## src/design/assert_macros.svh

```systemverilog
// Assertion macros included by the list unit
`ifndef ASSERT_MACROS_SVH
`define ASSERT_MACROS_SVH

// Condition in this cycle implies a consequence in the same cycle
`define ASSERT_SAME(lbl, clk, rst, ante, cons) \
   lbl: assert property (@(posedge clk) disable iff (rst) (ante) |-> (cons)) \
      else $error("assertion failed");

// Condition in this cycle implies a consequence in the next cycle
`define ASSERT_NEXT(lbl, clk, rst, ante, cons) \
   lbl: assert property (@(posedge clk) disable iff (rst) (ante) |=> (cons)) \
      else $error("assertion failed");

`endif

```

## src/design/blidf_pkg.sv

```systemverilog
package blidf_pkg;

   // request operation codes
   typedef enum logic [1:0] {
      OP_INSERT = 2'd0,
      OP_DELETE = 2'd1,
      OP_FIND   = 2'd2,
      OP_SIZE   = 2'd3
   } op_type;

   // result status codes
   typedef enum logic [1:0] {
      STATUS_OK      = 2'd0,
      STATUS_FULL    = 2'd1,
      STATUS_MISSING = 2'd2
   } status_type;

   // sequencer states
   typedef enum logic {
      ST_IDLE   = 1'b0,
      ST_COMMIT = 1'b1
   } state_type;

   // request payload
   typedef struct packed {
      op_type             operation;
      logic signed [31:0] value;
   } req_type;

   // result payload
   typedef struct packed {
      status_type  status;
      logic [3:0]  position;
      logic [4:0]  count;
   } rsp_type;

   // per-cell control from the sequencer
   typedef struct packed {
      logic capture;   // compare key and latch the match flag
      logic load;      // write key into this cell
      logic shift;     // take neighbour's entry if at or past the first match
   } cell_ctl_type;

endpackage

```

## src/design/blidf_cell.sv

```systemverilog
module blidf_cell #(
   parameter int VALUE_WIDTH = 32
) (
   input  logic                   clock,
   input  blidf_pkg::cell_ctl_type ctl,
   input  logic                   occupied,
   input  logic [VALUE_WIDTH-1:0] key,
   input  logic [VALUE_WIDTH-1:0] neighbour_value,
   input  logic                   seen_in,
   output logic [VALUE_WIDTH-1:0] entry_value,
   output logic                   seen_out,
   output logic                   first_hit
);

   logic [VALUE_WIDTH-1:0] entry_ff;
   logic [VALUE_WIDTH-1:0] entry_in;
   logic                   match_ff;
   logic                   match_in;

   // compare and load / shift selection
   always_comb begin
      match_in = match_ff;
      if (ctl.capture) begin
         match_in = occupied && (entry_ff == key);
      end
      entry_in = entry_ff;
      if (ctl.load) begin
         entry_in = key;
      end else if (ctl.shift && (seen_in || match_ff)) begin
         entry_in = neighbour_value;
      end
   end

   always_ff @(posedge clock) begin
      entry_ff <= entry_in;
      match_ff <= match_in;
   end

   // priority chain: first match is the one with no match below it
   assign seen_out    = seen_in | match_ff;
   assign first_hit   = match_ff & ~seen_in;
   assign entry_value = entry_ff;

endmodule

```

## src/design/bounded_list_insert_delete_find_unit.sv

```systemverilog
// A request is accepted when start is high in the idle state: the cell row captures
// the compare, and the result is registered at the end of the commit state.
// A new request is accepted only in the idle state; busy is high for the commit cycle,
// which follows from the compare-then-shift pass through the cell row.
// The receiver cannot stall: rsp_valid lasts exactly one cycle.
// Reset (synchronous, active high) empties the list and clears the sequencer;
// stored entries are not cleared.
`include "assert_macros.svh"

module bounded_list_insert_delete_find_unit #(
   parameter int CAPACITY    = 16,
   parameter int VALUE_WIDTH = 32
) (
   input  logic               clock,
   input  logic               reset,
   input  logic               start,
   output logic               busy,
   input  blidf_pkg::req_type req_payload,
   output logic               rsp_valid,
   output blidf_pkg::rsp_type rsp_payload
);

   localparam int CNT_W = $clog2(CAPACITY + 1);
   localparam int IDX_W = (CAPACITY > 1) ? $clog2(CAPACITY) : 1;

   blidf_pkg::state_type    state_ff, state_in;
   logic [CNT_W-1:0]        count_ff, count_in;
   blidf_pkg::op_type       op_ff, op_in;
   logic [VALUE_WIDTH-1:0]  key_ff, key_in;
   blidf_pkg::rsp_type      rsp_ff, rsp_in;
   logic                    rsp_valid_ff, rsp_valid_in;

   logic [VALUE_WIDTH-1:0]  port_key;
   logic [VALUE_WIDTH-1:0]  cell_key;
   logic [VALUE_WIDTH-1:0]  entry_w [CAPACITY];
   logic [CAPACITY:0]       seen_w;
   logic [CAPACITY-1:0]     first_w;
   logic [CAPACITY-1:0]     load_sel;
   blidf_pkg::cell_ctl_type cell_ctl [CAPACITY];
   logic                    capture;
   logic                    shift;
   logic                    do_load;
   logic                    found;
   logic [IDX_W-1:0]        hit_idx;
   logic [31:0]             hit_wide;

   // request value sign-extended or cut to the stored width
   generate
      if (VALUE_WIDTH <= 32) begin : g_key_cut
         assign port_key = req_payload.value[VALUE_WIDTH-1:0];
      end else begin : g_key_ext
         assign port_key = {{(VALUE_WIDTH-32){req_payload.value[31]}}, req_payload.value};
      end
   endgenerate

   // compare against the incoming key, load the held key
   assign cell_key  = (state_ff == blidf_pkg::ST_IDLE) ? port_key : key_ff;
   assign seen_w[0] = 1'b0;
   assign found     = seen_w[CAPACITY];

   // row of cells
   generate
      for (genvar i = 0; i < CAPACITY; i++) begin : g_cell
         logic [VALUE_WIDTH-1:0] next_value;
         if (i < CAPACITY - 1) begin : g_mid
            assign next_value = entry_w[i+1];
         end else begin : g_end
            assign next_value = entry_w[i];
         end
         assign load_sel[i] = (count_ff == CNT_W'(i));
         assign cell_ctl[i] = '{capture, do_load & load_sel[i], shift};
         blidf_cell #(
            .VALUE_WIDTH(VALUE_WIDTH)
         ) u_cell (
            .clock          (clock),
            .ctl            (cell_ctl[i]),
            .occupied       (CNT_W'(i) < count_ff),
            .key            (cell_key),
            .neighbour_value(next_value),
            .seen_in        (seen_w[i]),
            .entry_value    (entry_w[i]),
            .seen_out       (seen_w[i+1]),
            .first_hit      (first_w[i])
         );
      end
   endgenerate

   // encode the first match position
   always_comb begin
      hit_idx = '0;
      for (int i = 0; i < CAPACITY; i++) begin
         if (first_w[i]) begin
            hit_idx = hit_idx | IDX_W'(i);
         end
      end
   end

   assign hit_wide = 32'(hit_idx);

   // sequencer: next state, commit and result
   always_comb begin
      state_in     = state_ff;
      count_in     = count_ff;
      op_in        = op_ff;
      key_in       = key_ff;
      capture      = 1'b0;
      shift        = 1'b0;
      do_load      = 1'b0;
      busy         = 1'b0;
      rsp_valid_in = 1'b0;
      rsp_in       = rsp_ff;
      case (state_ff)
         blidf_pkg::ST_IDLE: begin
            if (start) begin
               capture  = 1'b1;
               op_in    = req_payload.operation;
               key_in   = port_key;
               state_in = blidf_pkg::ST_COMMIT;
            end
         end
         blidf_pkg::ST_COMMIT: begin
            busy            = 1'b1;
            rsp_valid_in    = 1'b1;
            state_in        = blidf_pkg::ST_IDLE;
            rsp_in.status   = blidf_pkg::STATUS_OK;
            rsp_in.position = '0;
            case (op_ff)
               blidf_pkg::OP_INSERT: begin
                  if (count_ff < CNT_W'(CAPACITY)) begin
                     do_load  = 1'b1;
                     count_in = count_ff + CNT_W'(1);
                  end else begin
                     rsp_in.status = blidf_pkg::STATUS_FULL;
                  end
               end
               blidf_pkg::OP_DELETE: begin
                  if (found) begin
                     shift    = 1'b1;
                     count_in = count_ff - CNT_W'(1);
                  end else begin
                     rsp_in.status = blidf_pkg::STATUS_MISSING;
                  end
               end
               blidf_pkg::OP_FIND: begin
                  if (found) begin
                     rsp_in.position = hit_wide[3:0];
                  end else begin
                     rsp_in.status = blidf_pkg::STATUS_MISSING;
                  end
               end
               default: begin
               end
            endcase
            rsp_in.count = 5'(count_in);
         end
         default: begin
            state_in = blidf_pkg::ST_IDLE;
         end
      endcase
   end

   // control registers
   always_ff @(posedge clock) begin
      if (reset) begin
         state_ff     <= blidf_pkg::ST_IDLE;
         count_ff     <= '0;
         rsp_valid_ff <= 1'b0;
      end else begin
         state_ff     <= state_in;
         count_ff     <= count_in;
         rsp_valid_ff <= rsp_valid_in;
      end
   end

   // payload registers
   always_ff @(posedge clock) begin
      op_ff  <= op_in;
      key_ff <= key_in;
      rsp_ff <= rsp_in;
   end

   assign rsp_valid   = rsp_valid_ff;
   assign rsp_payload = rsp_ff;

   // checks
   `ASSERT_NEXT(a_accept_busy, clock, reset, start && !busy, busy)
   `ASSERT_NEXT(a_busy_result, clock, reset, busy, rsp_valid && !busy)
   `ASSERT_SAME(a_count_bound, clock, reset, 1'b1, count_ff <= CNT_W'(CAPACITY))
   `ASSERT_SAME(a_full_count, clock, reset, rsp_valid && (rsp_payload.status == blidf_pkg::STATUS_FULL), count_ff == CNT_W'(CAPACITY))

endmodule
```

## config.mk

```make
export PLATFORM = sky130hd
export DESIGN_NAME = bounded_list_insert_delete_find_unit
export DESIGN_NICKNAME = d
export VERILOG_FILES = /design/src/design/blidf_pkg.sv /design/src/design/blidf_cell.sv /design/src/design/bounded_list_insert_delete_find_unit.sv
export VERILOG_INCLUDE_DIRS = /design/src /design/src/design
export SDC_FILE = /design/constraint.sdc
export NUM_CORES = 1
export LEC_CHECK = 0
export BUFFER_PORTS_ARGS = -buffer_cell sky130_fd_sc_hd__buf_2
export CAP_MARGIN = 20
export CORE_AREA = 2 2 262 264
export DETAILED_ROUTE_END_ITERATION = 10
export DIE_AREA = 0 0 264 266
export HOLD_SLACK_MARGIN = 0.15
export PLACE_DENSITY = 0.63
export SYNTH_ARGS = -nofsm -noshare
export SYNTH_HDL_FRONTEND = slang
export SYNTH_SLANG_ARGS = --single-unit
export TNS_END_PERCENT = 5
```

## constraint.sdc

```tcl
create_clock -name clock -period 9.15 [get_ports clock]
set_input_delay 0.915 -clock clock [delete_from_list [all_inputs] [get_ports clock]]
set_output_delay 0.915 -clock clock [all_outputs]
set_load 0.02 [all_outputs]
```

==> metrics.cfg <==
[status]
run_status = completed

[detailed_routing]
vias = 20300
viasPerCell = 5.69
route.detailed.drc = 0
drt_iter0_drc = 2151
dr.pass1.iters = 5
wl_um = 79900
post_drt_wl_per_cell_um = 22.4
antenna_left = 0

[floorplan]
initial_utilization_pct = 44.5
dieArea_um2 = 70200
io_pins = 50
placement_rows = 96
die_x_um = 264
dieHeight_um = 266
core_um2 = 67700

[yosys]
postSynthAreaPerCell_um2 = 11.2
syn-num-nets = 2733
synth_ff_type = edfxtp_1
syn_area_um2 = 30100
synth_enable_flop_cells = 573
synth-seq-cells = 580
yosysSeqAreaShare_pct = 57.6
synth-async-reset-ratio_pct = 0
synth_cell_types = 56
synth_warnings = 0
syn_inst = 2686

[global_route]
grt_overflow = 0
grt_pass1_vias = 20500
track_usage_pct = 22.7
grt_max_degree = 66
antenna_found_initial = 1
grt_pass1_wl_um = 123000

[timing]
slew_viol_final = 0
period_minus_slack_ns = 3.96
max_freq_mhz = 253
finalCritPeriodShare_pct = 43.2
slew_headroom_pct = 30.0
tightest_slew_ns = 1.05
rsz0062_at_grt = false
finalHoldViolCount = 0
fin_skew_ns = 0.0325
setup_violations = 0
fin_setup_tns_ns = 0

[clock_tree]
hold_buffers = 0
clock_latency_ns = 0.64
cts_buffers = 60
postCtsResizedCells = 0
cts_setup_buffers = 0
clockBufferDepth = 3
htreeDepth = 2
cts_root_buffer = clkbuf_16
cts_tree = done
cts_sinks = 580
path_clk_slew_ns = 0.06

[finish]
multi_input_area_um2 = 11600
drive_gt1_share_pct = 9.59
seqCellArea_um2 = 17400
synthToLayoutAreaGrowth_pct = 9.08
fill_cells = 6136
antennaDiodeCount = 0
stdcell_count = 3573
finalNetCount = 2690

[place]
gp_congestion = 0.855
io_buffer_count = 49
dp_cells = 3460
hpwl_um = 51600

[critical_path]
cp-start-kind = flip-flop
cp.arrival_ns = 4.20
crit_path_end = g_cell[8].u_cell.entry_value[19]
r2r_cells = 5
path_class = reg2reg
path_max_fanout = 65
critPathLaunch = state_ff
rr_startpoint = state_ff
reg2reg_slack_ns = 5.19
r2r_end = g_cell[8].u_cell.entry_value[19]
crit_required_ns = 9.40
cp-end-kind = flip-flop

[power]
p_total_w = 0.00594
p_leak_nw = 11.0
vdd_drop_max_mv = 0.148
power_density_nw_per_um2 = 181

[min_path]
hp-start = req_payload[32]
hold_class = in2reg

[job]
cap_violations = 0

[layout by cell type (no fill, tap or decap), types with 4 or more instances in the layout]
cell type / count
and2_1: 4
o21ai_2: 10
mux2i_4: 32
dfxtp_1: 6
or3_1: 4
nand4_1: 47
xor2_1: 92
ha_1: 10
buf_2: 49
clkinv_1: 18
buf_4: 60
nor3_1: 22
nor2_1: 182
nor4_1: 103
o21ai_0: 334
nand3_2: 4
edfxtp_1: 573
bufinv_16: 4
nand2_1: 333
clkinv_2: 6
inv_1: 43
nand3_1: 20
a21oi_1: 175
o21bai_2: 4
clkbuf_16: 61
xnor2_1: 420
clkbuf_1: 17
[kinds of logic after synthesis]
group / synth area share [%]
buffers and inverters: 4.31
adders and majority gates: 0.415
AOI/OAI and AO/OA: 9.31
and+or+nand+nor: 11.2
DFF: 57.6
xor gates and xnor gates: 14.9
muxes: 2.31
[per-layer routing]
| metal | GRT usage, % | part of all wire, % | up-vias |
|---|---|---|---|
| li1 | - | - | 9371 |
| met1 | 30.5 | 43 | 10000 |
| met2 | 37.5 | 47 | 735 |
| met3 | 3.58 | 6.9 | 181 |
| met4 | 7.79 | 3.1 | 0 |
| met5 | 0 | 0 | - |
[flip-flops by register name, indices dropped and copies added (netlist names)]
| signal | flops |
|---|---|
| op_ff | 2 |
| state_ff | 1 |
| count_ff | 5 |
| key_ff | 32 |
| g_cell.u_cell.entry_value | 512 |
| rsp_payload | 11 |
| rsp_valid | 1 |
| g_cell.u_cell.match_ff | 16 |
[worst max-delay path, cell delays in order, from the launching register on]
cell and delay, ns:
dfxtp_4 0.78, buf_4 0.80, nand3_1 0.48, nor3b_2 0.28, buf_4 0.49, a31o_2 0.69
[cell usage after synthesis, types with 3 or more instances]
cell type	instances	area [µm²]
buf_4	5	37.5
buf_2	54	270
buf_6	30	338
mux2i_4	28	631
inv_1	43	161
o21bai_1	5	37.5
nor3_1	23	115
clkbuf_1	118	443
nor2b_1	3	18.8
nor2_1	183	687
o21ai_1	6	30.0
ha_1	10	125
nand3_1	23	115
nor3b_1	4	30.0
buf_1	9	33.8
edfxtp_1	573	17200
xor2_1	92	806
or3_1	4	25.0
o21ai_0	338	1690
nand2b_1	3	18.8
nand2_1	334	1250
nand4_1	47	294
and2_1	4	25.0
nor4_1	105	657
dfxtp_1	7	140
xnor2_1	420	3680
mux2i_2	4	55.1
a21oi_1	175	876
[how the worst min path moves through the flow]
| stage | endpoint | depth (start not counted) |
|---|---|---|
| floorplan | g_cell[0].u_cell.entry_value[13] | 2 |
| global placement | g_cell[0].u_cell.entry_value[13] | 2 |
| detailed placement | g_cell[0].u_cell.entry_value[18] | 2 |
| CTS | op_ff[0] | 1 |
| global route | op_ff[0] | 1 |
| finish | op_ff[0] | 1 |
[area by class of cell]
type | instances | share of cell area [%]
Multi-Input combinational cell | 1846 | 35.4
Clock buffer | 78 | 4.84
Sequential cell | 580 | 52.8
Inverter | 43 | 0.491
Timing Repair Buffer | 112 | 2.30
Tap cell | 882 | 3.36
Clock inverter | 32 | 0.849
[where the power goes]
group          switching (W)  internal (W)
logic               0.000379      0.000198
clock network        0.00103       0.00133
registers          0.0000454       0.00296
total                0.00145       0.00449
[per-stage QoR]
stage	setup slack (ns)	area (µm²)	hold slack, ns	utilization (%)
floorplan	4.74	30100	0.543	-
global placement	5.23	30900	0.553	45.7
detailed placement	5.16	30900	0.558	45.7
CTS	5.12	32800	0.427	48.4
global route	4.91	32900	0.429	48.5
finish	5.19	32900	0.461	48.5
(Power assumes the default switching activity.)
